**src/sv/ilx_pkg.sv**
```systemverilog
package ilx_pkg;

  localparam int unsigned CntW      = 16;
  localparam int unsigned QuoW      = 11;
  localparam int unsigned RemW      = CntW + 1;
  localparam int unsigned GainShift = 4;
  localparam int unsigned ScW       = CntW + GainShift;
  localparam int unsigned CoefW     = 10;
  localparam int unsigned ProdW     = ScW + CoefW;
  localparam int unsigned LuxFrac   = 14;
  localparam int unsigned LuxW      = 16;
  localparam int unsigned BrightW   = 7;
  localparam int unsigned NBands    = 8;
  localparam int unsigned SelW      = 3;

  localparam logic [BrightW-1:0] BrightCap = 7'd100;

  localparam logic [QuoW-1:0] BAND_LIMIT [0:NBands-2] = '{
    11'h040, 11'h080, 11'h0c0, 11'h100, 11'h138, 11'h19a, 11'h29a
  };

  localparam logic [CoefW-1:0] BAND_OFFSET [0:NBands-1] = '{
    10'h1f2, 10'h214, 10'h23f, 10'h270, 10'h16f, 10'h0d2, 10'h018, 10'h000
  };

  localparam logic [CoefW-1:0] BAND_SLOPE [0:NBands-1] = '{
    10'h1be, 10'h2d1, 10'h37b, 10'h3fe, 10'h1fc, 10'h0fb, 10'h012, 10'h000
  };

  // one request moving down the divider chain
  typedef struct packed {
    logic [CntW-1:0] bb;
    logic [CntW-1:0] ir;
    logic [RemW-1:0] rem;
    logic [QuoW-1:0] quo;
    logic            ovf;
  } div_t;

  // first band whose limit is not below the ratio, last band on overflow
  function automatic logic [SelW-1:0] band_sel(logic [QuoW-1:0] rq, logic ovf);
    logic [SelW-1:0] sel;
    sel = SelW'(NBands - 1);
    for (int i = NBands - 2; i >= 0; i--) begin
      if (rq <= BAND_LIMIT[i]) begin
        sel = SelW'(i);
      end
    end
    if (ovf) begin
      sel = SelW'(NBands - 1);
    end
    return sel;
  endfunction

endpackage

```
**src/sv/ilx_div_cell.sv**
```systemverilog
module ilx_div_cell (
  input  logic          clk_i,
  input  logic          rst_ni,
  input  logic          en_i,
  input  logic          valid_i,
  input  ilx_pkg::div_t data_i,
  output logic          valid_o,
  output ilx_pkg::div_t data_o
);

  logic [ilx_pkg::RemW-1:0] dvs;
  logic [ilx_pkg::RemW-1:0] diff;
  logic                     fit;
  ilx_pkg::div_t            data_d;
  logic                     valid_q;
  ilx_pkg::div_t            data_q;

  // one restoring step: compare, subtract, shift the partial remainder up
  always_comb begin
    dvs    = {1'b0, data_i.bb};
    fit    = (data_i.rem >= dvs);
    diff   = fit ? (data_i.rem - dvs) : data_i.rem;
    data_d = data_i;
    data_d.rem = {diff[ilx_pkg::RemW-2:0], 1'b0};
    data_d.quo = {data_i.quo[ilx_pkg::QuoW-2:0], fit};
  end

  always_ff @(posedge clk_i or negedge rst_ni) begin
    if (!rst_ni) begin
      valid_q <= 1'b0;
    end else if (en_i) begin
      valid_q <= valid_i;
    end
  end

  always_ff @(posedge clk_i) begin
    if (en_i) begin
      data_q <= data_d;
    end
  end

  assign valid_o = valid_q;
  assign data_o  = data_q;

endmodule

```
**src/sv/ilx_lux_stage.sv**
```systemverilog
module ilx_lux_stage (
  input  logic                        clk_i,
  input  logic                        rst_ni,
  input  logic                        en_i,
  input  logic                        valid_i,
  input  ilx_pkg::div_t               data_i,
  output logic                        valid_o,
  output logic [ilx_pkg::ProdW-1:0]   pos_o,
  output logic [ilx_pkg::ProdW-1:0]   neg_o,
  output logic [ilx_pkg::BrightW-1:0] bright_o
);

  logic [ilx_pkg::QuoW:0]      rq_sum;
  logic [ilx_pkg::QuoW-1:0]    rq;
  logic [ilx_pkg::SelW-1:0]    sel;
  logic [ilx_pkg::ScW-1:0]     bbs;
  logic [ilx_pkg::ScW-1:0]     irs;
  logic [ilx_pkg::CntW-1:0]    wrap;
  logic [ilx_pkg::ProdW-1:0]   pos_d;
  logic [ilx_pkg::ProdW-1:0]   neg_d;
  logic [ilx_pkg::BrightW-1:0] bright_d;
  logic                        valid_q;
  logic [ilx_pkg::ProdW-1:0]   pos_q;
  logic [ilx_pkg::ProdW-1:0]   neg_q;
  logic [ilx_pkg::BrightW-1:0] bright_q;

  always_comb begin
    // ratio rounded half up from the doubled quotient
    rq_sum = {1'b0, data_i.quo} + (ilx_pkg::QuoW+1)'(1);
    rq     = rq_sum[ilx_pkg::QuoW:1];
    sel    = ilx_pkg::band_sel(rq, data_i.ovf);
    bbs    = {data_i.bb, {ilx_pkg::GainShift{1'b0}}};
    irs    = {data_i.ir, {ilx_pkg::GainShift{1'b0}}};
    pos_d  = ilx_pkg::ProdW'(bbs) * ilx_pkg::ProdW'(ilx_pkg::BAND_OFFSET[sel]);
    neg_d  = ilx_pkg::ProdW'(irs) * ilx_pkg::ProdW'(ilx_pkg::BAND_SLOPE[sel]);
    wrap   = data_i.bb - data_i.ir;
    if (wrap > ilx_pkg::CntW'(ilx_pkg::BrightCap)) begin
      bright_d = ilx_pkg::BrightCap;
    end else begin
      bright_d = wrap[ilx_pkg::BrightW-1:0];
    end
  end

  always_ff @(posedge clk_i or negedge rst_ni) begin
    if (!rst_ni) begin
      valid_q <= 1'b0;
    end else if (en_i) begin
      valid_q <= valid_i;
    end
  end

  always_ff @(posedge clk_i) begin
    if (en_i) begin
      pos_q    <= pos_d;
      neg_q    <= neg_d;
      bright_q <= bright_d;
    end
  end

  assign valid_o  = valid_q;
  assign pos_o    = pos_q;
  assign neg_o    = neg_q;
  assign bright_o = bright_q;

endmodule

```
**src/sv/illuminance_lux_from_light_channels.sv**
```systemverilog
// channel | signals                                      | direction
// in      | in_valid_i, in_ready_o, broadband_count_i,    | request in
//         | infrared_count_i                             |
// out     | out_valid_o, out_ready_i, lux_o, brightness_o| result out
//
// one request per cycle while the chain is not held; a request passes 11 divider
// cells (one quotient bit each), the band and multiply stage, the output register
// the whole chain advances together; it holds only while a result waits and
// out_ready_i is low, and in_ready_o follows that same enable
// reset clears the valid bits of every stage; payload registers are not reset
module illuminance_lux_from_light_channels (
  input  logic                        clk_i,
  input  logic                        rst_ni,
  input  logic                        in_valid_i,
  output logic                        in_ready_o,
  input  logic [ilx_pkg::CntW-1:0]    broadband_count_i,
  input  logic [ilx_pkg::CntW-1:0]    infrared_count_i,
  output logic                        out_valid_o,
  input  logic                        out_ready_i,
  output logic [ilx_pkg::LuxW-1:0]    lux_o,
  output logic [ilx_pkg::BrightW-1:0] brightness_o
);

  logic                        en;
  logic                        cell_valid [0:ilx_pkg::QuoW];
  ilx_pkg::div_t               cell_data  [0:ilx_pkg::QuoW];
  logic                        mul_valid;
  logic [ilx_pkg::ProdW-1:0]   mul_pos;
  logic [ilx_pkg::ProdW-1:0]   mul_neg;
  logic [ilx_pkg::BrightW-1:0] mul_bright;
  logic [ilx_pkg::ProdW-1:0]   diff;
  logic [ilx_pkg::ProdW:0]     rnd;
  logic [ilx_pkg::ProdW-ilx_pkg::LuxFrac:0] shifted;
  logic [ilx_pkg::LuxW-1:0]    lux_d;
  logic                        out_valid_q;
  logic [ilx_pkg::LuxW-1:0]    lux_q;
  logic [ilx_pkg::BrightW-1:0] bright_q;

  assign en         = !out_valid_q || out_ready_i;
  assign in_ready_o = en;

  // quotient stays below 2^11 unless infrared is at least twice broadband
  always_comb begin
    cell_valid[0]    = in_valid_i;
    cell_data[0].bb  = broadband_count_i;
    cell_data[0].ir  = infrared_count_i;
    cell_data[0].rem = {1'b0, infrared_count_i};
    cell_data[0].quo = '0;
    cell_data[0].ovf = ({1'b0, infrared_count_i} >= {broadband_count_i, 1'b0});
  end

  for (genvar g = 0; g < ilx_pkg::QuoW; g++) begin : g_cell
    ilx_div_cell u_cell (
      .clk_i   (clk_i),
      .rst_ni  (rst_ni),
      .en_i    (en),
      .valid_i (cell_valid[g]),
      .data_i  (cell_data[g]),
      .valid_o (cell_valid[g+1]),
      .data_o  (cell_data[g+1])
    );
  end

  ilx_lux_stage u_lux (
    .clk_i    (clk_i),
    .rst_ni   (rst_ni),
    .en_i     (en),
    .valid_i  (cell_valid[ilx_pkg::QuoW]),
    .data_i   (cell_data[ilx_pkg::QuoW]),
    .valid_o  (mul_valid),
    .pos_o    (mul_pos),
    .neg_o    (mul_neg),
    .bright_o (mul_bright)
  );

  // clamp at zero, round half up, drop the fraction, saturate
  always_comb begin
    diff    = (mul_pos > mul_neg) ? (mul_pos - mul_neg) : '0;
    rnd     = {1'b0, diff} + ((ilx_pkg::ProdW+1)'(1) << (ilx_pkg::LuxFrac - 1));
    shifted = rnd[ilx_pkg::ProdW:ilx_pkg::LuxFrac];
    if (shifted[ilx_pkg::ProdW-ilx_pkg::LuxFrac:ilx_pkg::LuxW] != '0) begin
      lux_d = '1;
    end else begin
      lux_d = shifted[ilx_pkg::LuxW-1:0];
    end
  end

  always_ff @(posedge clk_i or negedge rst_ni) begin
    if (!rst_ni) begin
      out_valid_q <= 1'b0;
    end else if (en) begin
      out_valid_q <= mul_valid;
    end
  end

  always_ff @(posedge clk_i) begin
    if (en) begin
      lux_q    <= lux_d;
      bright_q <= mul_bright;
    end
  end

  assign out_valid_o  = out_valid_q;
  assign lux_o        = lux_q;
  assign brightness_o = bright_q;

  a_bright_cap : assert property (@(posedge clk_i) disable iff (!rst_ni)
    out_valid_o |-> brightness_o <= ilx_pkg::BrightCap)
    else $error("brightness above cap");

  a_rem_bound : assert property (@(posedge clk_i) disable iff (!rst_ni)
    (cell_valid[ilx_pkg::QuoW] && !cell_data[ilx_pkg::QuoW].ovf)
      |-> cell_data[ilx_pkg::QuoW].rem[ilx_pkg::RemW-1:1] < cell_data[ilx_pkg::QuoW].bb)
    else $error("divider remainder not below divisor");

  a_ovf_dark : assert property (@(posedge clk_i) disable iff (!rst_ni)
    (cell_valid[ilx_pkg::QuoW] && cell_data[ilx_pkg::QuoW].ovf && en)
      |=> mul_pos == '0 && mul_neg == '0)
    else $error("overflowed ratio did not select the dark band");

endmodule

```
**config.mk**
```make
export PLATFORM = sky130hd
export DESIGN_NAME = illuminance_lux_from_light_channels
export DESIGN_NICKNAME = d
export VERILOG_FILES = /design/src/sv/ilx_pkg.sv /design/src/sv/ilx_div_cell.sv /design/src/sv/ilx_lux_stage.sv /design/src/sv/illuminance_lux_from_light_channels.sv
export SDC_FILE = /design/constraint.sdc
export NUM_CORES = 2
export LEC_CHECK = 0
export BUFFER_PORTS_ARGS = -buffer_cell sky130_fd_sc_hd__buf_4
export CORE_MARGIN = 1
export CORE_UTILIZATION = 55
export CTS_BUF_LIST = sky130_fd_sc_hd__clkbuf_8
export DETAILED_ROUTE_END_ITERATION = 6
export PLACE_DENSITY = 0.71
export SYNTH_ARGS = -nofsm -noshare
export SYNTH_HDL_FRONTEND = slang
export SYNTH_SLANG_ARGS = --single-unit
```
**constraint.sdc**
```tcl
create_clock -name clk_i -period 23.3 [get_ports clk_i]
set_input_delay 2.33 -clock clk_i [delete_from_list [all_inputs] [get_ports clk_i]]
set_output_delay 2.33 -clock clk_i [all_outputs]
set_load 0.005 [all_outputs]
```
==> flow_metrics.env <==
export IMPL_rows=102
export IMPL_status="finished clean"
export IMPL_yosysSeqAreaShare_pct=47.0
export IMPL_grt_max_degree=195
export IMPL_core_sq_um=78000
export IMPL_cp_data_arrival_time_ns=10.58
export IMPL_cts_setup_buffers=0
export IMPL_regArea_sq_um=20500
export IMPL_cts_resized=0
export IMPL_worst_slew_pin_slew_ns=1.18
export IMPL_min_delay_start="g_cell[7].u_cell.data_o[5]"
export IMPL_wire_per_inst_microns=16.9
export IMPL_vias=27600
export IMPL_cts_hold_buf=0
export IMPL_grt_usage_pct=21.6
export IMPL_finalHoldViolCount=0
export IMPL_initial_core_util_pct=55.9
export IMPL_final_cell_mix="edfxtp_1, inv_1, nand2_1"
export IMPL_overflow=0
export IMPL_multi_input_area_sq_um=20700
export IMPL_holdWs_ns=0.406
export IMPL_netlist_instances=3815
export IMPL_post_route_period_util_pct=43.2
export IMPL_cp_max_fo=17
export IMPL_clockRootBuffer="clkbuf_8"
export IMPL_ys_types=90
export IMPL_crit_type="reg -> reg"
export IMPL_wirelength_microns=85400
export IMPL_r2r_cells=33
export IMPL_syn2layout_area_growth_pct=8.48
export IMPL_cts_sinks=684
export IMPL_first_global_vias=27700
export IMPL_r2r_end="u_lux.neg_o[29]"
export IMPL_die_x_microns=283
export IMPL_dieArea_sq_um=80400
export IMPL_place_ws_ns=13.36
export IMPL_drv_cap=0
export IMPL_drive_gt1_share_pct=8.38
export IMPL_nets=4545
export IMPL_detail_route_vias_per_cell=5.47
export IMPL_ys_warn_count=0
export IMPL_crit_slowest_cell="a21boi_2"
export IMPL_antenna_found_initial=2
export IMPL_setup_ws_ns=13.22
export IMPL_synth_seq_cells=684
export IMPL_hold_end="g_cell[8].u_cell.data_o[6]"
export IMPL_nFillCells=6225
export IMPL_drt_iter0_markers=1647
export IMPL_dp_hpwl_microns=64200
export IMPL_finalSetupTns_ns=0
export IMPL_synth_top_area_cell="edfxtp_1"
export IMPL_die_height_microns=283
export IMPL_min_period_ns=10.08
export IMPL_critPathLaunchType="flip-flop"
export IMPL_synthArstFlopShare_pct=1.90
export IMPL_grt_pass1_wl_microns=140000
export IMPL_syn_area_sq_um=43600
export IMPL_io_pins=61
export IMPL_syn_num_nets=4444
export IMPL_syn_avg_cell_area_sq_um=11.4
export IMPL_final_area_sq_um=47300
export IMPL_synth_area_leaders="edfxtp_1, fa_1, ha_1, inv_1, nand2_1"
export IMPL_layout_commonest_cell="edfxtp_1"
export IMPL_r2r_start="g_cell[10].u_cell.data_o[1]"
export IMPL_ant_nets=0
export IMPL_finClkSkew_ns=0.0445
export IMPL_hold_path_depth=0
export IMPL_rsz0062_at_grt="no"
export IMPL_ff2ff_setup_slack_ns=13.22
export IMPL_port_buffers=60
export IMPL_cp_end_kind="flip-flop"
export IMPL_slew_viol_final=0
export IMPL_cts_made_buffers=108
export IMPL_dr_pass1_iters=5
export IMPL_ys_flop_type="edfxtp_1"
export IMPL_clk_insertion_delay_late_ns=0.76
export IMPL_slew_limit_headroom_pct=21.3
export IMPL_synth_edf_count=671
export IMPL_clk_pin_slew_ns=0.06
export IMPL_setup_viol=0
export IMPL_hold_path_class="reg -> reg"
export IMPL_cts_buffer_depth=3
export IMPL_cts_tree="built"
export IMPL_max_freq_ghz=0.0992
export IMPL_crit_path_frequent_cell="fa_1"
export IMPL_ctsHtreeMaxLevel=3
export IMPL_synth_top_area_share_pct=46.2
export IMPL_globalplace_congestion=0.899
export IMPL_max_stage_delay_ns=0.85
export IMPL_place_area_sq_um=45100
export IMPL_critPathRequiredTime_ns=23.80
export IMPL_drc=0
worst max path at each step:
stage,cells after the start,endpoint,slack (ns),start
after floorplan,4,in_ready_o,5.32,out_ready_i
after global placement,33,u_lux.neg_o[29],13.49,g_cell[10].u_cell.data_o[1]
final,33,u_lux.neg_o[29],13.22,g_cell[10].u_cell.data_o[1]
after global routing,33,u_lux.neg_o[29],12.28,g_cell[10].u_cell.data_o[1]
after CTS,33,u_lux.neg_o[29],13.36,g_cell[10].u_cell.data_o[1]
after detailed placement,33,u_lux.neg_o[29],13.36,g_cell[10].u_cell.data_o[1]
cell families after synthesis:
group | count (synthesis) | share of synthesized area [%]
AND/OR/NAND/NOR | 968 | 10.7
buffers and inverters | 625 | 5.49
XOR/XNOR | 196 | 3.97
adder cells (fa/ha/maj) | 593 | 21.0
AO/OA/AOI/OAI | 688 | 10.3
flip-flops | 684 | 47.0
multiplexers | 61 | 1.53
worst max-delay path, delay by kind of cell, from the launching register on:
| family | cells | cell delay [ns] |
|---|---|---|
| simple gates | 9 | 2.23 |
| flops | 1 | 0.40 |
| compound gates | 11 | 2.95 |
| xor+xnor | 2 | 0.43 |
| buf+inv | 3 | 0.14 |
| fa+ha+maj | 8 | 3.68 |
final cells by class:
class | count | share of cell area, %
timing repair buffer | 80 | 1.30
inverter | 536 | 4.27
antenna | 2 | 0.0106
sequential | 684 | 43.3
clock buffer | 108 | 3.14
clock inverter | 94 | 1.39
tap | 1040 | 2.75
multi-input combinational | 2506 | 43.8
registers in the layout, summed over array words and instances, names as in the netlist:
register / flops
brightness_o: 7
g_cell.u_cell.data_o: 589
g_cell.u_cell.valid_o: 11
lux_o: 16
out_valid_o: 1
u_lux.bright_o: 7
u_lux.neg_o: 26
u_lux.pos_o: 26
u_lux.valid_o: 1
stage by stage:
stage                     cells  utilization, %
after detailed placement   4846            57.9
final                      5050            60.6
after CTS                  5048            60.6
after global placement     4846            57.9
after floorplan            3815               -
after global routing       5049            60.6
per-layer routing:
| layer | share of wire (%) | vias up | global-route usage, % |
|---|---|---|---|
| li1 | - | 13500 | - |
| met1 | 43 | 13300 | 28.1 |
| met2 | 48 | 651 | 36.6 |
| met3 | 5.5 | 176 | 3.84 |
| met4 | 2.9 | 0 | 7.45 |
| met5 | 0 | - | 0 |
cell usage after synthesis, drive strengths merged (28+ instances only):
cell / instances
nand2b: 48
o31ai: 28
o21ai: 207
nor2b: 51
xor2: 77
nor3: 75
inv: 536
nand3: 48
nor2: 153
and2: 85
clkbuf: 54
xnor2: 118
buf: 35
a21o: 61
o21a: 43
edfxtp: 671
nand2: 379
mux2: 46
fa: 231
a21oi: 158
nand4: 47
ha: 362
Power is not shown: default switching activity piles up to over one toggle a cycle in this logic, so the estimate is an artifact.
